### src/rtl/rttt_pkg.sv
package rttt_pkg;

  localparam int SLOTS_DEF    = 16;
  localparam int CORDIC_STEPS = 16;
  localparam int ISQ_W        = 48;
  localparam int ISQ_STEPS    = ISQ_W / 2;
  localparam int DIV_N_W      = 26;
  localparam int DIV_D_W      = 16;

  localparam logic [1:0] OP_FRAME  = 2'd0;
  localparam logic [1:0] OP_DETECT = 2'd1;
  localparam logic [1:0] OP_CLEAR  = 2'd2;
  localparam logic [1:0] OP_NONE   = 2'd3;

  localparam logic [1:0] REG_GAIN   = 2'd0;
  localparam logic [1:0] REG_EXPIRY = 2'd1;
  localparam logic [1:0] REG_NONE   = 2'd3;

  localparam logic [16:0] GAIN_RESET   = 17'd6554;
  localparam logic [16:0] GAIN_ONE     = 17'd65536;
  localparam logic [7:0]  EXPIRY_RESET = 8'd10;
  localparam logic [15:0] DT_RESET     = 16'd50;
  localparam logic [7:0]  LOST_RESET   = 8'd100;
  localparam logic [7:0]  LOST_MAX     = 8'd255;

  // Quarter turn in 1/256 centidegree.
  localparam logic signed [23:0] QUARTER_TURN = 24'sd2304000;

  typedef struct packed {
    logic               valid;
    logic [7:0]         ident;
    logic [7:0]         lost;
    logic signed [23:0] xpos;
    logic signed [23:0] ypos;
    logic [15:0]        rng;
  } slot_t;

  localparam slot_t SLOT_RESET = '{valid: 1'b0, ident: 8'd0, lost: LOST_RESET,
                                   xpos: 24'sd0, ypos: 24'sd0, rng: 16'd0};

  typedef struct packed {
    logic clear;
    logic tick;
    logic shift;
  } cell_ctl_t;

  typedef enum logic [3:0] {
    ST_IDLE, ST_SCAN, ST_PICK, ST_MUL0, ST_MUL1, ST_MUL2, ST_MUL3, ST_MUL4,
    ST_MUL5, ST_MUL6, ST_ROOT, ST_SPEED, ST_DIV, ST_ANGLE, ST_DONE
  } state_t;

  // Arctangent of 2^-i in 1/256 centidegree.
  function automatic logic [20:0] atan_val(input logic [3:0] i);
    logic [20:0] a;
    case (i)
      4'd0:    a = 21'd1152000;
      4'd1:    a = 21'd680065;
      4'd2:    a = 21'd359328;
      4'd3:    a = 21'd182400;
      4'd4:    a = 21'd91554;
      4'd5:    a = 21'd45822;
      4'd6:    a = 21'd22916;
      4'd7:    a = 21'd11459;
      4'd8:    a = 21'd5730;
      4'd9:    a = 21'd2865;
      4'd10:   a = 21'd1432;
      4'd11:   a = 21'd716;
      4'd12:   a = 21'd358;
      4'd13:   a = 21'd179;
      4'd14:   a = 21'd90;
      default: a = 21'd45;
    endcase
    return a;
  endfunction

endpackage

### src/rtl/rttt_cordic.sv
module rttt_cordic (
  input  logic               clk,
  input  logic               rst_n,
  input  logic               start,
  input  logic signed [23:0] x,
  input  logic signed [23:0] y,
  output logic               busy,
  output logic signed [15:0] angle
);

  logic signed [33:0] u_r, v_r, u0, v0, du, dv;
  logic signed [23:0] z_r, z0, atan_s;
  logic [3:0]         i_r;
  logic               busy_r;
  logic signed [24:0] z_rnd;
  logic signed [16:0] z_cd;

  // The half plane with negative y is first turned by a quarter so that u is not negative.
  always_comb begin
    u0 = 34'(y) <<< 6;
    v0 = 34'(x) <<< 6;
    z0 = '0;
    if (u0 < 0) begin
      if (v0 >= 0) begin
        u0 = 34'(x) <<< 6;
        v0 = -(34'(y) <<< 6);
        z0 = rttt_pkg::QUARTER_TURN;
      end else begin
        u0 = -(34'(x) <<< 6);
        v0 = 34'(y) <<< 6;
        z0 = -rttt_pkg::QUARTER_TURN;
      end
    end
  end

  assign du     = v_r >>> i_r;
  assign dv     = u_r >>> i_r;
  assign atan_s = 24'(rttt_pkg::atan_val(i_r));

  always_ff @(posedge clk) begin
    if (!rst_n) begin
      busy_r <= 1'b0;
      i_r    <= '0;
    end else if (start) begin
      busy_r <= !(x == 24'sd0 && y == 24'sd0);
      i_r    <= '0;
    end else if (busy_r) begin
      i_r <= i_r + 4'd1;
      if (i_r == 4'(rttt_pkg::CORDIC_STEPS - 1)) begin
        busy_r <= 1'b0;
      end
    end
  end

  always_ff @(posedge clk) begin
    if (start) begin
      u_r <= u0;
      v_r <= v0;
      z_r <= (x == 24'sd0 && y == 24'sd0) ? 24'sd0 : z0;
    end else if (busy_r) begin
      if (v_r >= 0) begin
        u_r <= u_r + du;
        v_r <= v_r - dv;
        z_r <= z_r + atan_s;
      end else begin
        u_r <= u_r - du;
        v_r <= v_r + dv;
        z_r <= z_r - atan_s;
      end
    end
  end

  assign z_rnd = 25'(z_r) + 25'sd128;
  assign z_cd  = 17'(z_rnd >>> 8);

  always_comb begin
    if (z_cd > 17'sd18000) begin
      angle = 16'sd18000;
    end else if (z_cd < -17'sd18000) begin
      angle = -16'sd18000;
    end else begin
      angle = 16'(z_cd);
    end
  end

  assign busy = busy_r;

endmodule

### config.mk
export PLATFORM = sky130hd
export DESIGN_NAME = rttt_cordic
export DESIGN_NICKNAME = d
export VERILOG_FILES = /design/src/rtl/rttt_pkg.sv /design/src/rtl/rttt_cordic.sv
export SDC_FILE = /design/constraint.sdc
export NUM_CORES = 1
export LEC_CHECK = 0
export ABC_AREA = 1
export ABC_CLOCK_PERIOD_IN_PS = 9050
export BUFFER_PORTS_ARGS = -buffer_cell sky130_fd_sc_hd__buf_2
export CAP_MARGIN = 30
export CORE_MARGIN = 2
export CORE_UTILIZATION = 35
export DETAILED_ROUTE_END_ITERATION = 12
export PLACE_DENSITY = 0.53
export SYNTH_ARGS = -nofsm -noshare
export SYNTH_HDL_FRONTEND = slang
export SYNTH_SLANG_ARGS = --single-unit
### constraint.sdc
create_clock -name clk -period 9.05 [get_ports clk]
set_input_delay 1.3575 -clock clk [delete_from_list [all_inputs] [get_ports clk]]
set_output_delay 1.3575 -clock clk [all_outputs]
set_load 0.005 [all_outputs]
==> metrics.cfg <==
[worst_setup_path]
cp_data_required_time_ps = 9270
cp_common_cell = nand2_1
cp-end-kind = flip-flop
crit_family = simple AND/OR/NAND/NOR gates
arrival_ps = 6190
cpPeakStageDelay_ps = 690
setup.worst_path.start_class = flip-flop
critical_path.cell_chain = buf_4 > inv_2 > buf_4 > nand3_1 > nand3_1 > nand3_1 > nand2_1 > ha_1 > nand2_1 > nor2_2 > nand2_2 > nor2_1 > a21oi_1 > xor2_1 > ha_1 > nand2_1 > nor2_1 > inv_1 > nor4_1 > a21oi_1 > o21ai_0 > a21oi_1 > o21ai_0 > nand2_1
reg2reg_from = i_r[1]
crit_fanout = 67
worst-path-buf-inv = 4
path_class = flip-flop to flip-flop
cp-startpoint = i_r[1]
cp_slowest_cell = nor4_1

[final_layout]
final_core_utilization_pct = 38.4
nNetsFinal = 2981
area_delta_synth_final_pct = 7.78
layout-drive-gt1-share_pct = 7.23
fillCellCount = 5322

[floorplanning]
dieArea_sq_um = 50600
ios = 68
initial_core_util_pct = 35.7
row_count = 80
fp.dieH_um = 225
fp.dieW_um = 225
coreArea_sq_um = 47900

[synth]
ys_warn_count = 0
synthCells = 2827
yosysSeqAreaShare_pct = 19.2
syn_area_sq_um = 17100
synth_flop_cell = edfxtp_1
synth_edf_count = 92
ys_ff_latch = 118
syn_avg_cell_area_sq_um = 6.05
synthDistinctLibCells = 58
async_flop_share_pct = 0
syn_nets = 2984

[worst_hold_path]
min_from = busy
hold_class = flip-flop to flip-flop

[grt]
antenna_found_initial = 4
use_met3_pct = 4.33
grtUsageMet1_pct = 33.9
use_met2_pct = 40.9
grt_pass1_vias = 17800
grt_pass1_wl_um = 102000
grt_max_degree = 70
track_usage_pct = 26.5
grt_busiest_layer = met2
grt-ovfl-total = 0

[sta]
setup_tns_ps = 0
hold_violations = 0
fmax_ghz = 0.168
tightest_slew_ps = 1000
slew_violations = 0
period_minus_slack_ps = 5970
finalSetupViolCount = 0
relSlewSlack_pct = 32.6
rsz0062_at_grt = no
setup_ws_ps = 3080
fin_crit_sh_pct = 65.9
fin_skew_ps = 14.1

[clocking]
clk_latency_ps = 490
cts_setup_buffers = 0
cts_root_buffer = clkbuf_16
cts_inserted_buffers = 17
cts.reportedPaths.clkPinSlew_ps = 60
clockBufferDepth = 2
cts.sinks = 118
cts_tree = yes
cts_resized = 0
hold_buffers = 0
h-tree-depth = 4

[detailed_routing]
drtIter0Drc = 1707
drt.antenna.violating_nets = 0
drc_errors = 0
drt-total-wl_um = 66600
dr.pass1.iters = 6
vias = 19200
viasPerCell = 5.56
wire_per_inst_um = 19.3

[pwr]
comb_power_share_pct = 76.2
p_per_area_nw_per_um2 = 459
netSwitchingFraction_pct = 58.7
p_int_mw = 3.49
ir_drop_mv = 0.249
power_frac_seq_pct = 15.2
power_switching_mw = 4.97
p_clk_share_pct = 8.6
leakage_nw = 8.71

[flow_run]
cap_violations = 0

[placement]
portBuffers = 67
dp_hpwl_um = 53200
gp_congestion = 0.944
preCtsSetupSlack_ps = 3370

[outcome]
status = finished, final reports clean

## stage by stage
step                hold slack [ps]  std cells  area (sq um)  power [mW]
detailed placement              636       3419         17800        7.60
finish                          639       3453         18400        8.46
floorplan                       595       2827         17100        5.78
global placement                616       3417         17800        7.60
global route                    687       3452         18400        9.32
CTS                             640       3451         18400        8.39
## final timing paths
kind / slack, ps / cells after the start / to
worst max-delay path: 3080 / 24 / v_r[25]
worst min-delay path: 640 / 2 / i_r[1]
worst max register to register: 3080 / 24 / v_r[25]
worst min register to register: 640 / 2 / i_r[1]
## Yosys cell counts (4+ instances only)
cell,number,share of area (%)
nand2_2,18,0.66
a31oi_1,14,0.51
inv_2,13,0.29
o21ai_1,10,0.29
buf_2,34,1.0
o31ai_1,6,0.26
nand2_1,761,17
nor4_1,14,0.51
a21o_1,11,0.48
o221ai_1,11,0.56
nand3b_1,4,0.18
o21ai_0,173,5.1
o21ai_2,8,0.41
buf_6,6,0.40
or2_2,16,0.59
nor3_1,38,1.1
clkbuf_1,49,1.1
buf_1,7,0.15
a221oi_1,7,0.36
a21oi_1,191,5.6
buf_4,9,0.40
xor2_1,90,4.6
nor2_1,253,5.6
nand3_2,8,0.47
o211ai_1,17,0.75
nor3_2,5,0.29
o21bai_1,19,0.83
nor2_2,7,0.26
nand4_1,32,1.2
edfxtp_1,92,16
ha_1,103,7.5
xnor2_1,33,1.7
o21a_1,5,0.22
nand3_1,448,13
dfxtp_1,26,3.0
a21boi_0,9,0.40
inv_1,249,5.5
## power groups by stage
stage | sequential [mW] | clock, mW | combinational, mW
final | 1.29 | 0.724 | 6.45
after global routing | 1.29 | 0.761 | 7.27
after CTS | 1.28 | 0.744 | 6.36
after detailed placement | 1.29 | 0 | 6.31
after global placement | 1.30 | 0 | 6.30
after floorplan | 1.06 | 0 | 4.71
## worst register-to-register path: stages (launching register included)
cell	delay, ps
dfxtp_2	310
buf_4	330
inv_2	540
buf_4	480
nand3_1	190
nand3_1	100
nand3_1	120
nand2_1	160
ha_1	170
nand2_1	100
nor2_2	200
nand2_2	120
nor2_1	190
a21oi_1	110
xor2_1	180
ha_1	370
nand2_1	160
nor2_1	190
inv_1	110
nor4_1	690
a21oi_1	260
o21ai_0	260
a21oi_1	90
o21ai_0	170
nand2_1	100
## state kept, by name (all words and copies together), names as in the netlist
| register | count |
|---|---|
| busy | 1 |
| v_r | 34 |
| atan_s | 21 |
| i_r | 4 |
| z_r | 24 |
| u_r | 34 |
## cells in the final DEF, fill, tap and decap left out, drive strengths merged, types with 17 or more instances in the layout
cell,n
nand4,32
o21ai,192
nor2,261
inv,264
dfxtp,26
nand2,781
nor3,43
a21oi,191
xnor2,33
o211ai,17
clkbuf,21
edfxtp,92
ha,103
nand3,456
o21bai,19
xor2,90
buf,83
## layer usage
metal	part of all wire, %	vias up	routed length (um)
met5	0	-	0
met4	6.9	0	4580
met3	5.7	131	3790
met2	44	624	29000
met1	44	8854	29200
li1	-	9587	-
## area by class of cell
type	instances	area, sq um	area share, %
Timing Repair Buffer	84	470	2.55
Clock inverter	12	116	0.631
Antenna cell	1	2.50	0.0136
Inverter	264	991	5.38
Clock buffer	20	489	2.65
Tap cell	615	769	4.18
Sequential cell	118	3290	17.8
Multi-Input combinational cell	2339	12300	66.7
## logic make-up after synthesis
group                    after synthesis  share of synthesized area [%]
AO/OA/AOI/OAI                        498                           16.6
XOR/XNOR                             123                           6.30
AND/OR/NAND/NOR                     1612                           41.1
flip-flops                           118                           19.2
buffers and inverters                370                           8.90
adder cells (fa/ha/maj)              106                           7.89
Power figures use the tool's default switching activity.
