`src/rtl/rttt_pkg.sv`:
```
package rttt_pkg;

  localparam int SLOTS_DEF    = 16;
  localparam int CORDIC_STEPS = 16;
  localparam int ISQ_W        = 48;
  localparam int ISQ_STEPS    = ISQ_W / 2;
  localparam int DIV_N_W      = 26;
  localparam int DIV_D_W      = 16;

  localparam logic [1:0] OP_FRAME  = 2'd0;
  localparam logic [1:0] OP_DETECT = 2'd1;
  localparam logic [1:0] OP_CLEAR  = 2'd2;
  localparam logic [1:0] OP_NONE   = 2'd3;

  localparam logic [1:0] REG_GAIN   = 2'd0;
  localparam logic [1:0] REG_EXPIRY = 2'd1;
  localparam logic [1:0] REG_NONE   = 2'd3;

  localparam logic [16:0] GAIN_RESET   = 17'd6554;
  localparam logic [16:0] GAIN_ONE     = 17'd65536;
  localparam logic [7:0]  EXPIRY_RESET = 8'd10;
  localparam logic [15:0] DT_RESET     = 16'd50;
  localparam logic [7:0]  LOST_RESET   = 8'd100;
  localparam logic [7:0]  LOST_MAX     = 8'd255;

  // Quarter turn in 1/256 centidegree.
  localparam logic signed [23:0] QUARTER_TURN = 24'sd2304000;

  typedef struct packed {
    logic               valid;
    logic [7:0]         ident;
    logic [7:0]         lost;
    logic signed [23:0] xpos;
    logic signed [23:0] ypos;
    logic [15:0]        rng;
  } slot_t;

  localparam slot_t SLOT_RESET = '{valid: 1'b0, ident: 8'd0, lost: LOST_RESET,
                                   xpos: 24'sd0, ypos: 24'sd0, rng: 16'd0};

  typedef struct packed {
    logic clear;
    logic tick;
    logic shift;
  } cell_ctl_t;

  typedef enum logic [3:0] {
    ST_IDLE, ST_SCAN, ST_PICK, ST_MUL0, ST_MUL1, ST_MUL2, ST_MUL3, ST_MUL4,
    ST_MUL5, ST_MUL6, ST_ROOT, ST_SPEED, ST_DIV, ST_ANGLE, ST_DONE
  } state_t;

  // Arctangent of 2^-i in 1/256 centidegree.
  function automatic logic [20:0] atan_val(input logic [3:0] i);
    logic [20:0] a;
    case (i)
      4'd0:    a = 21'd1152000;
      4'd1:    a = 21'd680065;
      4'd2:    a = 21'd359328;
      4'd3:    a = 21'd182400;
      4'd4:    a = 21'd91554;
      4'd5:    a = 21'd45822;
      4'd6:    a = 21'd22916;
      4'd7:    a = 21'd11459;
      4'd8:    a = 21'd5730;
      4'd9:    a = 21'd2865;
      4'd10:   a = 21'd1432;
      4'd11:   a = 21'd716;
      4'd12:   a = 21'd358;
      4'd13:   a = 21'd179;
      4'd14:   a = 21'd90;
      default: a = 21'd45;
    endcase
    return a;
  endfunction

endpackage

```
`src/rtl/rttt_cell.sv`:
```
module rttt_cell (
  input  logic              clk,
  input  logic              rst_n,
  input  rttt_pkg::cell_ctl_t ctl,
  input  logic              wr_en,
  input  rttt_pkg::slot_t   wr_data,
  input  rttt_pkg::slot_t   prev,
  output rttt_pkg::slot_t   q
);

  rttt_pkg::slot_t slot_r, slot_nxt;

  always_comb begin
    slot_nxt = slot_r;
    if (ctl.clear) begin
      slot_nxt = rttt_pkg::SLOT_RESET;
    end else if (wr_en) begin
      slot_nxt = wr_data;
    end else if (ctl.shift) begin
      slot_nxt = prev;
    end else if (ctl.tick && slot_r.lost != rttt_pkg::LOST_MAX) begin
      slot_nxt.lost = slot_r.lost + 8'd1;
    end
  end

  always_ff @(posedge clk) begin
    if (!rst_n) begin
      slot_r <= rttt_pkg::SLOT_RESET;
    end else begin
      slot_r <= slot_nxt;
    end
  end

  assign q = slot_r;

endmodule

```
`config.mk`:
```
export PLATFORM = sky130hd
export DESIGN_NAME = rttt_cell
export DESIGN_NICKNAME = d
export VERILOG_FILES = /design/src/rtl/rttt_pkg.sv /design/src/rtl/rttt_cell.sv
export SDC_FILE = /design/constraint.sdc
export NUM_CORES = 1
export LEC_CHECK = 0
export BUFFER_PORTS_ARGS = -buffer_cell sky130_fd_sc_hd__buf_2
export CORE_MARGIN = 4
export CORE_UTILIZATION = 25
export CTS_CLUSTER_SIZE = 40
export DETAILED_ROUTE_END_ITERATION = 6
export PLACE_DENSITY = 0.6
export REMOVE_ABC_BUFFERS = 1
export SYNTH_ARGS = -nofsm -noshare
export SYNTH_HDL_FRONTEND = slang
export SYNTH_SLANG_ARGS = --single-unit
```
`constraint.sdc`:
```
create_clock -name clk -period 4.58 [get_ports clk]
set_input_delay 0.916 -clock clk [delete_from_list [all_inputs] [get_ports clk]]
set_output_delay 0.916 -clock clk [all_outputs]
set_load 0.03 [all_outputs]
```
==> results of run 1 <==
## cells by family after synthesis
| family | Yosys count | share of synthesized area |
|---|---|---|
| adders and majority gates | 1 | 0.00322 |
| xor gates and xnor gates | 2 | 0.00451 |
| muxes | 76 | 0.196 |
| DFF | 81 | 0.418 |
| AOI/OAI and AO/OA | 104 | 0.144 |
| buffers and inverters | 44 | 0.0457 |
| and+or+nand+nor | 179 | 0.189 |
## stage by stage
step / power (W) / area (sq um) / hold slack [ps]
floorplan: 0.000939 / 3720 / 618
global placement: 0.00110 / 5240 / 522
detailed placement: 0.00110 / 5240 / 520
CTS: 0.00184 / 5540 / 527
global route: 0.00191 / 5540 / 544
finish: 0.00181 / 5540 / 524
## per-layer routing
metal	up-vias	track usage	share of wire
met1	1755	0.159	0.42
met5	-	0	0
met2	155	0.221	0.49
li1	2105	-	-
met4	0	0.0358	0.013
met3	10	0.0487	0.078
## final timing paths
check	from	slack (ps)	end
worst max-delay path	ctl[0]	2110	q[19]
worst min-delay path	q[65]	520	q[65]
worst max register to register	q[64]	2700	q[70]
worst min register to register	q[65]	520	q[65]
## synth_stat cells, drive strengths merged
master and n:
a211o 1, a21oi 77, a221oi 3, a22oi 1
a31o 1, a31oi 2, a32oi 1, a41oi 1
and3 1, and4 2, buf 13, clkbuf 26
dfxtp 81, ha 1, inv 5, mux2i 76
nand2 12, nand2b 2, nand3 3, nand4 2
nand4b 1, nor2 148, nor2b 2, nor3 2
nor3b 2, o211ai 1, o21a 1, o21ai 13
o22ai 1, o31ai 1, or2 1, or4 1
xnor2 1, xor2 1
## power groups by stage
stage	sequential [W]	combinational (W)	clock (W)
floorplan	0.000825	0.000114	0
global placement	0.000769	0.000331	0
detailed placement	0.000769	0.000332	0
CTS	0.000754	0.000333	0.000756
global route	0.000757	0.000365	0.000785
finish	0.000753	0.000330	0.000724
## worst max-delay path: stages
cell and delay, ps:
buf_4 630, buf_4 610, mux2i_1 240, nor2_1 50, a21oi_1 130, nor2_1 50
## cell usage in the layout (no fill, tap or decap), types with 2 or more instances in the layout
cell and n:
nand3_1 3, nand2_1 12, clkbuf_16 9, clkinvlp_4 2
a221oi_1 3, nor3_1 2, mux2i_1 76, buf_4 4
inv_1 5, a21oi_1 77, and4_2 2, dfxtp_1 81
nor2b_1 2, buf_2 246, nor2_1 148, nor3b_1 2
a31oi_1 2, o21ai_0 13
## cell type report
type,instances,share of cell area
well taps,188,0.0425
clock inverters,6,0.0122
clock buffers,10,0.0413
repair buffers,251,0.231
flip-flops and latches,81,0.293
inverters,5,0.00339
multi-input cells,362,0.377
==> results_dict.tcl, run 1 <==
set metrics [dict create \
    largest_reg_flops 81 \
    worst_pin_slew_ps 858 \
    comb_power_share 0.182 \
    cts-hold-fix-buffers 0 \
    io_pins 249 \
    gp_congestion 0.751 \
    dp_cells 887 \
    num-fill-cells 1625 \
    period_minus_slack_ps 2470 \
    utilization 0.364 \
    antenna_left 0 \
    drtIter0Drc 116 \
    netlist_area_sq_mm 0.00388 \
    clkSinkCount 81 \
    synth_top_area_cell "dfxtp_1" \
    fp.dieW_um 133 \
    grt_max_degree 135 \
    regArea_sq_mm 0.00162 \
    status "finished, final reports clean" \
    multiInputGateArea_sq_mm 0.00209 \
    finalHoldViolations 0 \
    startpoint_type "primary input" \
    routedWlPerCell_um 13.2 \
    htreeDepth 3 \
    max-vdd-ir-drop_mv 0.208 \
    die_y_um 133 \
    drv_cap 0 \
    relSlewSlack 0.428 \
    seq_area_frac_synth 0.418 \
    wirelength_um 11900 \
    syn_to_final_growth_pct 42.7 \
    post-cts-setup-buffers 0 \
    finalCritPeriodShare 0.540 \
    tns_ps 0 \
    p_switching_w 0.000509 \
    power_frac_seq 0.417 \
    cts_resized 0 \
    critPathMaxFanout 56 \
    viasPerCell 4.46 \
    drive_above_1_share 0.379 \
    skew_ps 3.19 \
    rsz0062_at_grt "false" \
    critPathArrivalTime_ps 2670 \
    cts_tree "built" \
    first_global_vias 3817 \
    remaining_drc_errors 0 \
    root_buffer "clkbuf_16" \
    setup-violations-final 0 \
    yosysUniqueCellTypes 36 \
    worst-r2r-cell-count 5 \
    syn_area_per_cell_sq_um 7.97 \
    dr_total_vias 4025 \
    core-area_sq_mm 0.0152 \
    dieArea_sq_mm 0.0176 \
    clkPwrFrac 0.401 \
    cts_max_path_buffers 2 \
    cts_buffers 9 \
    ys_top_cells_by_area "dfxtp_1, mux2i_1, nor2_1" \
    criticalPathCategory "in2reg" \
    pre_cts_slack_ps 1710 \
    min_path_type "reg2reg" \
    pwr_density_cell_mw_per_mm2 326 \
    crit_required_ps 4780 \
    insertion_delay_ps 330 \
    grt_pass1_wl_um 19100 \
    grt_overflow 0 \
    netlist.area_leader.share 0.418 \
    start_util 0.255 \
    final_cell_count_no_fill 903 \
    p_leak_nw 2.85 \
    synth-seq-cells 81 \
    hold_depth 2 \
    clkTransAtPathRegs_ps 70 \
    yosys_warnings 0 \
    fin_ws_ps 2110 \
    rows 45 \
    dp_hpwl_um 8630 \
    synthCells 487 \
    numPortBuffers 248 \
    grtUsageTotal 0.132 \
    n_antenna_cell 0 \
    dr.pass1.iters 4 \
    nets 879 \
    antenna_found_initial 0 \
    sw_frac_of_total 0.282 \
    fmax_ghz 0.404 \
    critPathCaptureType "flip-flop" \
    cell_internal_pwr_w 0.00130 \
    drv_slew 0 \
]
Note: power is estimated with default switching activity, not from simulation.
==> run 2, diff against run 1 <==
ABC_AREA = 1   (was not set)
PLACE_DENSITY = 0.59   (was 0.6)
clock period = 2.56 ns   (was 4.58 ns; I/O delays follow)
==> run 2 against run 1 <==
  * Worst hold slack lost 56 ps
  * Critical path depth is 4 higher
  * Clock power grew 57%
  * Flip-flop and latch count did not move
  * Largest power group unchanged
  * Combinational power is 83% higher
  * Total power increased by 71%
  * Global-route usage rose by 1.9 points
  * Synthesized cell count increased by 31%
  * Sequential power rose by 79%
==> results_dict.tcl, run 2 <==
set metrics [dict create \
    drive_above_1_share 0.320 \
    routedWlPerCell_um 13.1 \
    synthCells 639 \
    synthTopCellsByCount "nand2_1, nand3_1, inv_1" \
    n_antenna_cell 0 \
    synth-edff-count 0 \
    min_path_type "in2reg" \
    p_leak_nw 3.45 \
    nets 1035 \
    final_common_cell "buf_2" \
    synth_ff_type "dfxtp_1" \
    drv_cap 0 \
    yosys_warnings 0 \
    pre_cts_slack_ps 666 \
    grt_overflow 0 \
    grt_max_degree 82 \
    fmax_ghz 0.643 \
    post-cts-setup-buffers 0 \
    grt_util_met2 0.245 \
    max_stage_delay_ps 400 \
    critPathArrivalTime_ps 1770 \
    netlist.area_leader.share 0.402 \
    yosysUniqueCellTypes 22 \
    grt_pass1_wl_um 22000 \
    fp.dieW_um 135 \
    antenna_left 0 \
    wirelength_um 14200 \
    num-fill-cells 1747 \
    grtUsageTotal 0.151 \
    crit_required_ps 2770 \
    dr.pass1.iters 6 \
    relSlewSlack 0.637 \
    syn_to_final_growth_pct 42.0 \
    worst_pin_slew_ps 544 \
    gp_congestion 0.755 \
    critPathCaptureType "flip-flop" \
    core-area_sq_mm 0.0158 \
    drv_slew 0 \
    startpoint_type "flip-flop" \
    dr_total_vias 4765 \
    status "finished, final reports clean" \
    root_buffer "clkbuf_16" \
    seq_area_frac_synth 0.402 \
    postPlaceCellArea_sq_mm 0.00547 \
    grtUsageMet1 0.185 \
    netlist_area_sq_mm 0.00403 \
    synth_top_area_cell "dfxtp_1" \
    period_minus_slack_ps 1550 \
    cts_max_path_buffers 2 \
    ys_top_cells_by_area "dfxtp_1, nand2_1, nand3_1" \
    critPathMaxFanout 14 \
    clkSinkCount 81 \
    cts-hold-fix-buffers 0 \
    start_util 0.255 \
    insertion_delay_ps 330 \
    dieArea_sq_mm 0.0182 \
    syn_area_per_cell_sq_um 6.31 \
    die_y_um 135 \
    cts_buffers 9 \
    cts_tree "built" \
    viasPerCell 4.40 \
    dp_hpwl_um 9940 \
    first_global_vias 4495 \
    path_buf_inv 0 \
    setup-violations-final 0 \
    finalCritPeriodShare 0.607 \
    fin_ws_ps 1010 \
    cp_top_family "simple AND/OR/NAND/NOR gates" \
    skew_ps 2.43 \
    cts_resized 0 \
    max-vdd-ir-drop_mv 0.301 \
    criticalPathCategory "reg2reg" \
    crit_chain "ha_1 > nand2_1 > nor2_2 > nand2_1 > nand2_1 > nand2_2 > nand2_1 > nand2_1 > nand2_1 > nand2_1" \
    fin_area_sq_mm 0.00572 \
    io_pins 249 \
    layout_common_cells "buf_2, nand2_1, nand3_1, inv_1, dfxtp_1" \
    met3_usage 0.0455 \
    largest_reg_flops 81 \
    synthMostInstantiatedCell "nand2_1" \
    numPortBuffers 248 \
    clkTransAtPathRegs_ps 60 \
    htreeDepth 3 \
    rsz0062_at_grt "false" \
    grt_busiest_layer "met2" \
    cpMostUsedCell "nand2_1" \
    remaining_drc_errors 0 \
    finalHoldViolations 0 \
    pwr_density_cell_mw_per_mm2 540 \
    drtIter0Drc 178 \
    synth-seq-cells 81 \
    p_total_w 0.00309 \
    rows 46 \
    async_reset_ff_frac 0 \
    cpMaxStageDelayCell "dfxtp_1" \
    antenna_found_initial 0 \
]
-- run 2: changes by cell type after synthesis, moves of 10 or more --
cell,before,now
mux2i_1,76,0
nand2_1,12,240
a21oi_1,77,6
buf_2,10,20
inv_1,5,82
nand3_1,3,150
nor2_1,148,7
-- run 2: cell type report --
| type | count | area, sq um | share of cell area |
|---|---|---|---|
| clock inverter | 1 | 5.00 | 0.000874 |
| clock buffer | 12 | 246 | 0.0431 |
| timing repair buffer | 257 | 1360 | 0.237 |
| inverter | 85 | 319 | 0.0557 |
| sequential | 81 | 1620 | 0.283 |
| multi-input combinational | 432 | 1900 | 0.332 |
| tap | 216 | 270 | 0.0472 |
-- run 2: path summary, 6_finish.rpt --
path / start / to / slack [ps] / cells after the start
max: q[64] / q[70] / 1010 / 10
min: wr_data[12] / q[12] / 470 / 5
max reg2reg: q[64] / q[70] / 1010 / 10
min reg2reg: q[68] / q[68] / 520 / 2
-- run 2: logic make-up after synthesis --
| kind of cell | count (synthesis) | share of synthesized area |
|---|---|---|
| fa+ha+maj | 1 | 0.00310 |
| flops | 81 | 0.402 |
| compound gates | 27 | 0.0391 |
| simple gates | 404 | 0.428 |
| buf+inv | 126 | 0.127 |
-- run 2: tightest hold or removal path: cells and delay by family --
family | cells | cell delay [ps]
simple gates | 3 | 150
buf+inv | 2 | 110
-- run 2: layer usage --
metal | routed length (um) | up-vias
li1 | - | 2450
met1 | 6230 | 2099
met2 | 6240 | 196
met3 | 1310 | 20
met4 | 383 | 0
met5 | 0 | -
-- run 2: power by group --
part	switching [W]	internal [W]	total, W	leakage, nW
clock network	0.000479	0.000666	0.00114	0.124
registers	0.0000318	0.00131	0.00135	0.662
logic	0.000369	0.000234	0.000603	2.66
-- run 2: through the flow --
stage / TNS (ps) / utilization / hold WS [ps] / std cells
5_1_grt: 0 / 0.362 / 483 / 1084
3_5_place_dp: 0 / 0.346 / 514 / 1071
2_1_floorplan: -56410 / - / 618 / 598
4_1_cts: 0 / 0.362 / 448 / 1084
6_report: 0 / 0.362 / 468 / 1084
3_3_place_gp: 0 / 0.346 / 511 / 1071
