--- config.mk ---
export PLATFORM = sky130hd
export DESIGN_NAME = rttt_isqrt
export DESIGN_NICKNAME = d
export VERILOG_FILES = /design/src/rtl/rttt_pkg.sv /design/src/rtl/rttt_isqrt.sv
export SDC_FILE = /design/constraint.sdc
export NUM_CORES = 1
export LEC_CHECK = 0
export ABC_AREA = 1
export ABC_CLOCK_PERIOD_IN_PS = 4400
export BUFFER_PORTS_ARGS = -buffer_cell sky130_fd_sc_hd__buf_2
export CORE_ASPECT_RATIO = 1.4
export CORE_MARGIN = 1
export CORE_UTILIZATION = 40
export DETAILED_ROUTE_END_ITERATION = 8
export PLACE_DENSITY_LB_ADDON = 0.15
export SLEW_MARGIN = 20
export SYNTH_ARGS = -nofsm -noshare
export SYNTH_HDL_FRONTEND = slang
export SYNTH_SLANG_ARGS = --single-unit
--- constraint.sdc ---
create_clock -name clk -period 4.4 [get_ports clk]
set_input_delay 0.44 -clock clk [delete_from_list [all_inputs] [get_ports clk]]
set_output_delay 0.44 -clock clk [all_outputs]
set_load 0.02 [all_outputs]
--- src/rtl/rttt_pkg.sv ---
package rttt_pkg;

  localparam int SLOTS_DEF    = 16;
  localparam int CORDIC_STEPS = 16;
  localparam int ISQ_W        = 48;
  localparam int ISQ_STEPS    = ISQ_W / 2;
  localparam int DIV_N_W      = 26;
  localparam int DIV_D_W      = 16;

  localparam logic [1:0] OP_FRAME  = 2'd0;
  localparam logic [1:0] OP_DETECT = 2'd1;
  localparam logic [1:0] OP_CLEAR  = 2'd2;
  localparam logic [1:0] OP_NONE   = 2'd3;

  localparam logic [1:0] REG_GAIN   = 2'd0;
  localparam logic [1:0] REG_EXPIRY = 2'd1;
  localparam logic [1:0] REG_NONE   = 2'd3;

  localparam logic [16:0] GAIN_RESET   = 17'd6554;
  localparam logic [16:0] GAIN_ONE     = 17'd65536;
  localparam logic [7:0]  EXPIRY_RESET = 8'd10;
  localparam logic [15:0] DT_RESET     = 16'd50;
  localparam logic [7:0]  LOST_RESET   = 8'd100;
  localparam logic [7:0]  LOST_MAX     = 8'd255;

  // Quarter turn in 1/256 centidegree.
  localparam logic signed [23:0] QUARTER_TURN = 24'sd2304000;

  typedef struct packed {
    logic               valid;
    logic [7:0]         ident;
    logic [7:0]         lost;
    logic signed [23:0] xpos;
    logic signed [23:0] ypos;
    logic [15:0]        rng;
  } slot_t;

  localparam slot_t SLOT_RESET = '{valid: 1'b0, ident: 8'd0, lost: LOST_RESET,
                                   xpos: 24'sd0, ypos: 24'sd0, rng: 16'd0};

  typedef struct packed {
    logic clear;
    logic tick;
    logic shift;
  } cell_ctl_t;

  typedef enum logic [3:0] {
    ST_IDLE, ST_SCAN, ST_PICK, ST_MUL0, ST_MUL1, ST_MUL2, ST_MUL3, ST_MUL4,
    ST_MUL5, ST_MUL6, ST_ROOT, ST_SPEED, ST_DIV, ST_ANGLE, ST_DONE
  } state_t;

  // Arctangent of 2^-i in 1/256 centidegree.
  function automatic logic [20:0] atan_val(input logic [3:0] i);
    logic [20:0] a;
    case (i)
      4'd0:    a = 21'd1152000;
      4'd1:    a = 21'd680065;
      4'd2:    a = 21'd359328;
      4'd3:    a = 21'd182400;
      4'd4:    a = 21'd91554;
      4'd5:    a = 21'd45822;
      4'd6:    a = 21'd22916;
      4'd7:    a = 21'd11459;
      4'd8:    a = 21'd5730;
      4'd9:    a = 21'd2865;
      4'd10:   a = 21'd1432;
      4'd11:   a = 21'd716;
      4'd12:   a = 21'd358;
      4'd13:   a = 21'd179;
      4'd14:   a = 21'd90;
      default: a = 21'd45;
    endcase
    return a;
  endfunction

endpackage

--- src/rtl/rttt_isqrt.sv ---
module rttt_isqrt (
  input  logic                        clk,
  input  logic                        rst_n,
  input  logic                        start,
  input  logic [rttt_pkg::ISQ_W-1:0]  operand,
  output logic                        busy,
  output logic [rttt_pkg::ISQ_W/2-1:0] root
);

  localparam int W = rttt_pkg::ISQ_W;

  logic [W-1:0] n_r, res_r, bit_r;
  logic [4:0]   cnt_r;
  logic         busy_r;
  logic [W-1:0] trial;

  assign trial = res_r + bit_r;

  always_ff @(posedge clk) begin
    if (!rst_n) begin
      busy_r <= 1'b0;
      cnt_r  <= '0;
    end else if (start) begin
      busy_r <= 1'b1;
      cnt_r  <= '0;
    end else if (busy_r) begin
      cnt_r <= cnt_r + 5'd1;
      if (cnt_r == 5'(rttt_pkg::ISQ_STEPS - 1)) begin
        busy_r <= 1'b0;
      end
    end
  end

  always_ff @(posedge clk) begin
    if (start) begin
      n_r   <= operand;
      res_r <= '0;
      bit_r <= W'(1) << (W - 2);
    end else if (busy_r) begin
      if (n_r >= trial) begin
        n_r   <= n_r - trial;
        res_r <= (res_r >> 1) + bit_r;
      end else begin
        res_r <= res_r >> 1;
      end
      bit_r <= bit_r >> 2;
    end
  end

  assign busy = busy_r;
  assign root = res_r[W/2-1:0];

endmodule

==> metrics, run 1 <==
Final period util=between 90% and 100%; Clk network pwr share=18.0%; Area Growth Syn to Fin=13.0%; setup TNS=0 ns; Residual DRC=0; vias in the first global route=15,500; Mapped Nets=2,548; Power Internal=4200 uW; grt met1 use=roughly 35%; Slew headroom=between 40 and 50%; Crit. Startpoint=bit_r[6]$_SDFFE_PP0P_; First DRT Iteration DRCs=1,276; Die W=160 um; DR vias=about 16,000; Final GP Congestion=between 1 and 1.5; CTS tree=built; max cap viols=0; clock root buffer=clkbuf_16; via density per instance=between 5 and 6; CP max FO=24; Post-Syn Area per Cell=5.86 um2; largest net degree at the start of global routing=62; Pwr per Cell Area=524 mW/mm2; VDD IR max=287 uV; Pre-antenna DRT Iters=6; Clk pin slew, worst setup/hold paths=0.07 ns; layout cell share with drive strength beyond 1=9.39%; min-delay src=rst_n; Synth top area share=19.3%; top cells by area, synth=nand2_1, dfxtp_1, edfxtp_1, ha_1, inv_1; Reg power frac=20.9%; Final setup viols=0; count leader, synth=nand2_1; met3 Use GR=2.87%; hpwl dp=44,500 um; Die Y=224 um; DR WL/cell=18.6 um; r2r startpoint=bit_r[6]$_SDFFE_PP0P_; num ports=76; area of the mapped netlist=0.0140 mm2; first-pass GRT wire length=83,800 um; CORE AREA=0.0343 mm2; Leak=0.00724 uW; NumNets Final=about 2,600; switching power=4120 uW; Req. time, crit path=4.55 ns; async set-reset flop share out of synthesis=0%; FP Rows=80; max frequency=236 MHz; Synth Register Bits=126; fill count=roughly 3,800; Distinct cells, synth=52; die area=around 0.036 mm2; Post-synth top flop=dfxtp_1; Pins Over Slew Limit=0; Final Hold Violating Endpoints=0; Worst Path Arrival=4.38 ns; antenna violations before repair=0; status=finished clean; critical path class=flip-flop to flip-flop; Worst Setup End Kind=flip-flop; Initial Util=40.9%; multi-input logic area=~0.0095 mm2; worst skew pair latency=0.45 ns; startpoint type of the worst setup path=flip-flop; Comb power frac=about three fifths; Least-Margin Pin Slew=between 0.8 and 0.9 ns; Commonest cells post-synth=nand2_1, inv_1, nor2_1; CTS H-tree depth=4; Layout Skew=0.0134 ns; fin crit period=4.23 ns; post-synthesis sequential area ratio=between 20% and 30%; overflow left after global routing=0; clock sinks=126; Post-DRT Antenna Nets=0; EDFF count, synth=48; grt met2 use=54.2%; IO buf count=75; worst hold path type=primary input to flip-flop; Post-CTS Hold Buffers=0; number of antenna diodes=0; Net Sw Frac=49.6%; Reg area=0.00300 mm2; Detailed Route WL=55,000 um; Longest Clk Path Bufs=2; Overall Global Routing Usage=30.6%; Synth Warn #=0; post-synthesis instance total=around 2,400; TritonCTS Buffers=17; Synth area leader=nand2_1; Tot Pwr=about 8300 uW; RSZ-0062 raised after global routing=yes; Top Usage Layer GRT=met2
final timing paths:
kind,to,slack [ns],depth (start not counted)
setup / recovery,n_r[30]$_DFFE_PP_,0.17,21
hold / removal,busy$_SDFF_PN0_,0.21,3
setup reg to reg,n_r[30]$_DFFE_PP_,0.17,21
hold reg to reg,res_r[0]$_SDFFE_PP0P_,0.50,2
layer usage:
layer	wire length (um)	share of wire [%]	vias to the layer above
met5	0	0	-
met4	3280	6.0	0
met3	2070	3.8	143
met2	27100	49	493
met1	22500	41	7321
li1	-	-	7990
stage by stage:
stage | setup slack (ns) | cell area (um2) | std cells | util (%) | hold WS, ns
floorplan | 0.298 | 14100 | 2397 | - | 0.463
global placement | 0.0871 | 15200 | 2919 | 44.2 | 0.472
detailed placement | 0.000844 | 15200 | 2919 | 44.2 | 0.488
CTS | 0.0557 | 15800 | 2951 | 45.9 | 0.198
global route | 0.00465 | 15900 | 2954 | 46.3 | 0.221
finish | 0.169 | 15900 | 2954 | 46.3 | 0.213
critical path, cell delays in order, from the launching register on:
cell and delay [ns]:
dfxtp_1 0.38, ha_1 0.27, nand2_1 0.19, nor2_1 0.08, a21oi_2 0.23, o21bai_4 0.14
a21oi_2 0.28, o21ai_1 0.12, buf_4 0.17, nand2_1 0.09, nand2_1 0.06, nand2_1 0.06
nand2_1 0.09, ha_1 0.41, nand4_1 0.16, nor2_1 0.19, and3_2 0.27, nand3_4 0.10
nand2_4 0.11, nand2_1 0.08, nand2_2 0.17, clkbuf_16 0.26
cells by family after synthesis:
group                    count (synthesis)  synth area share [%]
AO/OA/AOI/OAI                          378                  14.4
XOR/XNOR                                62                  3.87
adder cells (fa/ha/maj)                100                  8.96
buffers and inverters                  392                  11.4
flip-flops                             126                  21.4
AND/OR/NAND/NOR                       1339                  40.0
repair_timing:
action,4_1_cts,5_1_grt
resized for setup,1,26
setup endpoints to repair,48,111
cloned,0,1
pin swaps,0,3
buffers inserted,0,2
endpoints found under the hold margin,0,0
layout by cell type (no fill, tap or decap), types with 4 or more instances in the layout:
cell / synthesis / routed
a21o_1: 5 / 5
a21oi_1: 178 / 174
a21oi_2: 0 / 4
a31oi_1: 10 / 9
buf_2: 7 / 74
buf_4: 28 / 75
clkbuf_16: 0 / 19
dfxtp_1: 78 / 77
edfxtp_1: 48 / 48
ha_1: 99 / 99
inv_1: 306 / 306
inv_2: 5 / 6
nand2_1: 723 / 720
nand3_1: 207 / 207
nand3b_1: 25 / 25
nand4_1: 32 / 32
nor2_1: 285 / 283
nor3_1: 32 / 27
nor3_2: 0 / 5
nor4_1: 4 / 4
o211ai_1: 4 / 4
o21a_1: 6 / 6
o21ai_0: 129 / 123
o21ai_1: 17 / 22
o21bai_1: 15 / 15
or2_2: 17 / 17
xnor2_1: 31 / 31
xor2_1: 31 / 31
final cells by class:
class / count / area share (%)
clock inverter: 12 / 0.804
clock buffer: 20 / 2.95
timing repair buffer: 154 / 6.43
multi-input combinational: 1879 / 60.0
sequential: 126 / 18.9
inverter: 312 / 7.37
tap: 451 / 3.55
registers in the layout (all words and copies together), names as in the netlist:
signal  count
res_r      48
cnt_r       5
bit_r      24
n_r        48
busy        1
power by group through the flow:
stage,Clock [uW],Combinational [uW],Sequential [uW]
6_report,1490,5080,1740
2_1_floorplan,0,3510,1710
5_1_grt,1560,5610,1770
4_1_cts,1520,4970,1740
3_5_place_dp,0,4940,1760
3_3_place_gp,0,4920,1760
Note: power is estimated with default switching activity, not from simulation.
==> run 2: changes to the inputs <==
--- a/config.mk
+++ b/config.mk
@@ -10,7 +10,7 @@
 export BUFFER_PORTS_ARGS = -buffer_cell sky130_fd_sc_hd__buf_2
 export CORE_ASPECT_RATIO = 1.4
 export CORE_MARGIN = 1
-export CORE_UTILIZATION = 40
+export CORE_UTILIZATION = 35
 export DETAILED_ROUTE_END_ITERATION = 8
 export PLACE_DENSITY_LB_ADDON = 0.15
 export SLEW_MARGIN = 20
==> metrics, run 2 (same netlist as run 1, synthesis figures left out) <==
Post-CTS Hold Buffers=0; Final period util=94.9%; Residual DRC=0; Clk pin slew, worst setup/hold paths=0.08 ns; DR vias=roughly 16,000; CP max FO=25; Final GP Congestion=approximately 1.0; CTS H-tree depth=4; status=finished clean; startpoint type of the worst setup path=flip-flop; r2r startpoint=bit_r[6]$_SDFFE_PP0P_; critical path class=flip-flop to flip-flop; Overall Global Routing Usage=27.9%; Pre-antenna DRT Iters=5; Crit. Startpoint=bit_r[6]$_SDFFE_PP0P_; first-pass GRT wire length=85,200 um; FP Rows=86; overflow left after global routing=0; max cap viols=0; vias in the first global route=about 15,000; Slew headroom=a little under half; worst skew pair latency=about 0.47 ns; Detailed Route WL=56,700 um; antenna violations before repair=0; Die W=approximately 170 um; setup TNS=0 ns; Longest Clk Path Bufs=2; num ports=76; commonest non-fill, non-tap cell in the layout=nand2_1; via density per instance=5.18; max frequency=240 MHz; Req. time, crit path=4.56 ns; hpwl dp=~47,000 um; die area=0.0410 mm2; clock sinks=~130; number of antenna diodes=0; Reg2Reg Depth=20; Worst Setup End Kind=flip-flop; Final setup viols=0; post-route insts no fill=about 3,000; biggest regs=n_r (48), res_r (48), bit_r (24); Util after Layout=40.8%; Least-Margin Pin Slew=between 0.7 and 0.8 ns; commonest cells after routing, fill and taps aside=nand2_1, inv_1, nor2_1; largest net degree at the start of global routing=63; fin crit period=4.17 ns; Worst Path Arrival=4.33 ns; Placed Cells=3,015; Initial Util=35.6%; Layout Skew=0.0193 ns; IO buf count=75; Pwr per Cell Area=519 mW/mm2; DR WL/cell=18.6 um; clock root buffer=clkbuf_16; r2r endpoint=n_r[0]$_DFFE_PP_; layout cell share with drive strength beyond 1=about 10%; NumNets Final=2,658; worst hold path type=primary input to flip-flop; CORE AREA=0.0395 mm2; Pins Over Slew Limit=0; VDD IR max=234 uV; fill count=4,547; Final Hold Violating Endpoints=0; CP Capture Point=n_r[0]$_DFFE_PP_; Leak=about 0.0073 uW; R2R setup slack=0.23 ns; CTS tree=built; TritonCTS Buffers=17; Post-DRT Antenna Nets=0; Die Y=239 um; Area Growth Syn to Fin=14.7%; First DRT Iteration DRCs=933
## run 2: cell types whose count changed in the layout (fill, tap and decap cells not counted), sizes merged
| cell | change |
|---|---|
| buf | +18 |
| clkbuf | -4 |
| inv | +4 |
| bufinv | -2 |
| clkinvlp | +2 |
| clkinv | -1 |
## run 2: worst min-delay path by stage
stage / depth (start not counted) / startpoint / end / slack (ns)
detailed placement: 2 / res_r[0]$_SDFFE_PP0P_ / res_r[0]$_SDFFE_PP0P_ / 0.49
global placement: 2 / res_r[0]$_SDFFE_PP0P_ / res_r[0]$_SDFFE_PP0P_ / 0.48
finish: 3 / rst_n / busy$_SDFF_PN0_ / 0.21
CTS: 3 / rst_n / busy$_SDFF_PN0_ / 0.20
global route: 3 / rst_n / busy$_SDFF_PN0_ / 0.22
floorplan: 2 / res_r[0]$_SDFFE_PP0P_ / res_r[0]$_SDFFE_PP0P_ / 0.46
## run 2: area by class of cell
cell class | instances | area, um2 | share of cell area, %
clock buffers | 17 | 425 | 2.64
flip-flops and latches | 126 | 3010 | 18.7
well taps | 528 | 661 | 4.10
inverters | 312 | 1170 | 7.27
multi-input cells | 1879 | 9540 | 59.2
clock inverters | 15 | 140 | 0.870
repair buffers | 171 | 1160 | 7.23
## run 2: metrics by stage
step / power (uW) / worst slack, ns / area, um2 / hold slack [ns]
4_1_cts: 8310 / 0.0292 / 16000 / 0.198
6_report: 8370 / 0.225 / 16100 / 0.208
3_3_place_gp: 6820 / -0.184 / 15400 / 0.478
2_1_floorplan: 5220 / 0.298 / 14100 / 0.463
5_1_grt: 9020 / -0.0742 / 16100 / 0.219
3_5_place_dp: 6850 / -0.250 / 15400 / 0.485
## run 2: routing by layer
layer	GRT usage (%)	vias to the layer above	wire, um
li1	-	8008	-
met1	31.7	7276	23000
met2	50.4	382	28700
met3	2.58	118	1780
met4	15.8	0	3110
met5	0	-	0
## run 2: critical path, stage by stage, from the launching register on
cell and delay, ns:
dfxtp_1 0.37, ha_1 0.33, nand2_1 0.12, nor2_1 0.21, a21oi_4 0.10, o21bai_4 0.24
a21oi_4 0.11, o21ai_1 0.20, buf_4 0.18, xor2_1 0.09, ha_1 0.39, nand2_1 0.12
nor2_1 0.18, inv_1 0.11, nor2_2 0.10, and3_1 0.26, nand3_4 0.11, nand2_4 0.12
nand2_1 0.10, nand2_2 0.16, buf_12 0.20
## run 2: what timing repair did
item	in CTS	in global routing
resized for setup	3	28
endpoints found under the hold margin	0	0
pin swaps	0	2
setup buffers	0	1
endpoints found under the setup margin	99	110
## run 2: power breakdown
group / total (uW) / switching, uW / internal [uW]
sequential: 1760 / 202 / 1560
clock: 1440 / 688 / 748
combinational: 5170 / 3340 / 1820
total: 8370 / 4240 / 4130
==> run 3: changes to the inputs <==
--- a/config.mk
+++ b/config.mk
@@ -6,7 +6,7 @@
 export NUM_CORES = 1
 export LEC_CHECK = 0
 export ABC_AREA = 1
-export ABC_CLOCK_PERIOD_IN_PS = 4400
+export ABC_CLOCK_PERIOD_IN_PS = 3400
 export BUFFER_PORTS_ARGS = -buffer_cell sky130_fd_sc_hd__buf_2
 export CORE_ASPECT_RATIO = 1.4
 export CORE_MARGIN = 1
==> constraint.sdc (replaced) <==
create_clock -name clk -period 3.4 [get_ports clk]
set_input_delay 0.34 -clock clk [delete_from_list [all_inputs] [get_ports clk]]
set_output_delay 0.34 -clock clk [all_outputs]
set_load 0.02 [all_outputs]
==> metrics, run 3 (same netlist as run 1, synthesis figures left out) <==
cell with the most instances on the worst path=nand2_2; biggest regs=n_r (48), res_r (48), bit_r (24); die area=0.0410 mm2; Worst Setup End Kind=flip-flop; Clk pin slew, worst setup/hold paths=0.07 ns; Leak=0.0107 uW; worst skew pair latency=0.46 ns; Power Internal=a little under 10,000 uW; via density per instance=around 5.3; vias in the first global route=18,600; Setup WS post-layout=-0.497 ns; startpoint type of the worst setup path=flip-flop; Worst Path Arrival=around 4.3 ns; Pwr per Cell Area=759 mW/mm2; Reg2Reg Depth=28; Final Hold Violating Endpoints=0; largest net degree at the start of global routing=63; Tot Pwr=18,200 uW; FP Rows=86; First DRT Iteration DRCs=1,122; DR WL/cell=between 15 and 20 um; fill count=3,707; num ports=76; commonest cells after routing, fill and taps aside=nand2_1, buf_4, inv_1; Comb power frac=77.0%; Overall Global Routing Usage=33.0%; Die W=171 um; clock sinks=126; first-pass GRT wire length=101,000 um; Crit. Startpoint=res_r[2]$_SDFFE_PP0P_; failing checks=setup timing; Die Y=239 um; clock root buffer=clkbuf_16; Slew headroom=48.8%; layout cell share with drive strength beyond 1=around 46%; status=complete, but fails checks; overflow left after global routing=0; Fin Hold WS=0.113 ns; Residual DRC=0; critical path class=flip-flop to flip-flop; CP Capture Point=res_r[22]$_SDFFE_PP0P_; Longest Clk Path Bufs=2; Final setup viols=128; CTS H-tree depth=4; Req. time, crit path=3.77 ns; IO buf count=75; antenna violations before repair=0; max cap viols=0; RSZ-0062 raised after global routing=yes; TritonCTS Buffers=17; r2r endpoint=res_r[22]$_SDFFE_PP0P_; Net Sw Frac=46.2%; hpwl dp=~50,000 um; Initial Util=35.6%; Clk network pwr share=between 10% and 20%; switching power=8420 uW; CTS tree=built; Post-CTS Hold Buffers=0; R2R setup slack=-0.50 ns; VDD IR max=512 uV; Least-Margin Pin Slew=0.763 ns; fin crit period=3.90 ns; Max stage delay cell, worst path=dfxtp_4; Area Growth Syn to Fin=70.7%; Final GP Congestion=0.963; Layout Skew=0.0160 ns; Post-DRT Antenna Nets=0; number of antenna diodes=0; Pre-antenna DRT Iters=6; Detailed Route WL=69,400 um; NumNets Final=between 3,000 and 4,000; DR vias=18,700; Final period util=115%; commonest non-fill, non-tap cell in the layout=nand2_1; worst hold path type=primary input to flip-flop; Reg power frac=12.9%; r2r startpoint=res_r[2]$_SDFFE_PP0P_; max frequency=257 MHz; CP peak stage delay=0.36 ns; CORE AREA=around 0.039 mm2; Pins Over Slew Limit=0; CP max FO=11
-- run 3: cell type report --
type	instances	area [um2]	share of cell area (%)
Inverter	312	1180	4.94
Timing Repair Buffer	667	5520	23.0
Clock buffer	20	467	1.95
Sequential cell	126	3050	12.7
Clock inverter	12	100	0.417
Tap cell	528	661	2.76
Multi-Input combinational cell	1879	13000	54.2
-- run 3: per-layer routing --
layer  track usage (%)  up-vias  routed length (um)
li1                  -     9006                   -
met3              3.74      270                2410
met5                 0        -                   0
met1              35.8     8798               26600
met2              58.4      602               34600
met4              24.6        0                5750
-- run 3: worst max-delay path, delay by kind of cell (launching register included) --
family          cells  cell delay, ns
simple gates       16            1.41
compound gates      4            0.60
fa+ha+maj           2            0.56
buf+inv             5            0.61
xor+xnor            1            0.25
flops               1            0.36
-- run 3: timing repair --
item,CTS,global route
endpoints found under the hold margin,0,0
resized for setup,593,353
pin swaps,179,221
setup buffers,68,53
cloned,11,4
endpoints found under the setup margin,132,134
-- run 3: power by group through the flow --
stage | clock network, uW | logic (uW) | registers (uW)
after floorplan | 0 | 4620 | 2220
after global placement | 0 | 8770 | 2250
after detailed placement | 0 | 8810 | 2260
after CTS | 1870 | 11900 | 2290
after global routing | 1930 | 14900 | 2370
final | 1850 | 14000 | 2340
-- run 3: worst min-delay path by stage --
stage                                       from                      to  slack (ns)  cells past startpoint
after floorplan           bit_r[46]$_SDFFE_PP1P_  bit_r[44]$_SDFFE_PP0P_        0.46                      2
after global placement     cnt_r[1]$_SDFFE_PP0P_   cnt_r[1]$_SDFFE_PP0P_        0.49                      2
after detailed placement   cnt_r[1]$_SDFFE_PP0P_   cnt_r[1]$_SDFFE_PP0P_        0.50                      2
after CTS                                  rst_n         busy$_SDFF_PN0_        0.10                      3
after global routing                       rst_n         busy$_SDFF_PN0_        0.12                      3
final                                      rst_n         busy$_SDFF_PN0_        0.11                      3
-- run 3: metrics by stage --
step | cell area, um2 | util (%) | setup TNS, ns | instances | setup slack, ns
after floorplan | 14300 | - | -2.29 | 2397 | -0.0476
after global placement | 18500 | 46.8 | -101.82 | 3392 | -0.935
after detailed placement | 18500 | 46.8 | -103.69 | 3392 | -0.954
after CTS | 22200 | 56.3 | -43.42 | 3498 | -0.485
after global routing | 24000 | 60.7 | -67.19 | 3544 | -0.658
final | 24000 | 60.7 | -44.63 | 3544 | -0.497
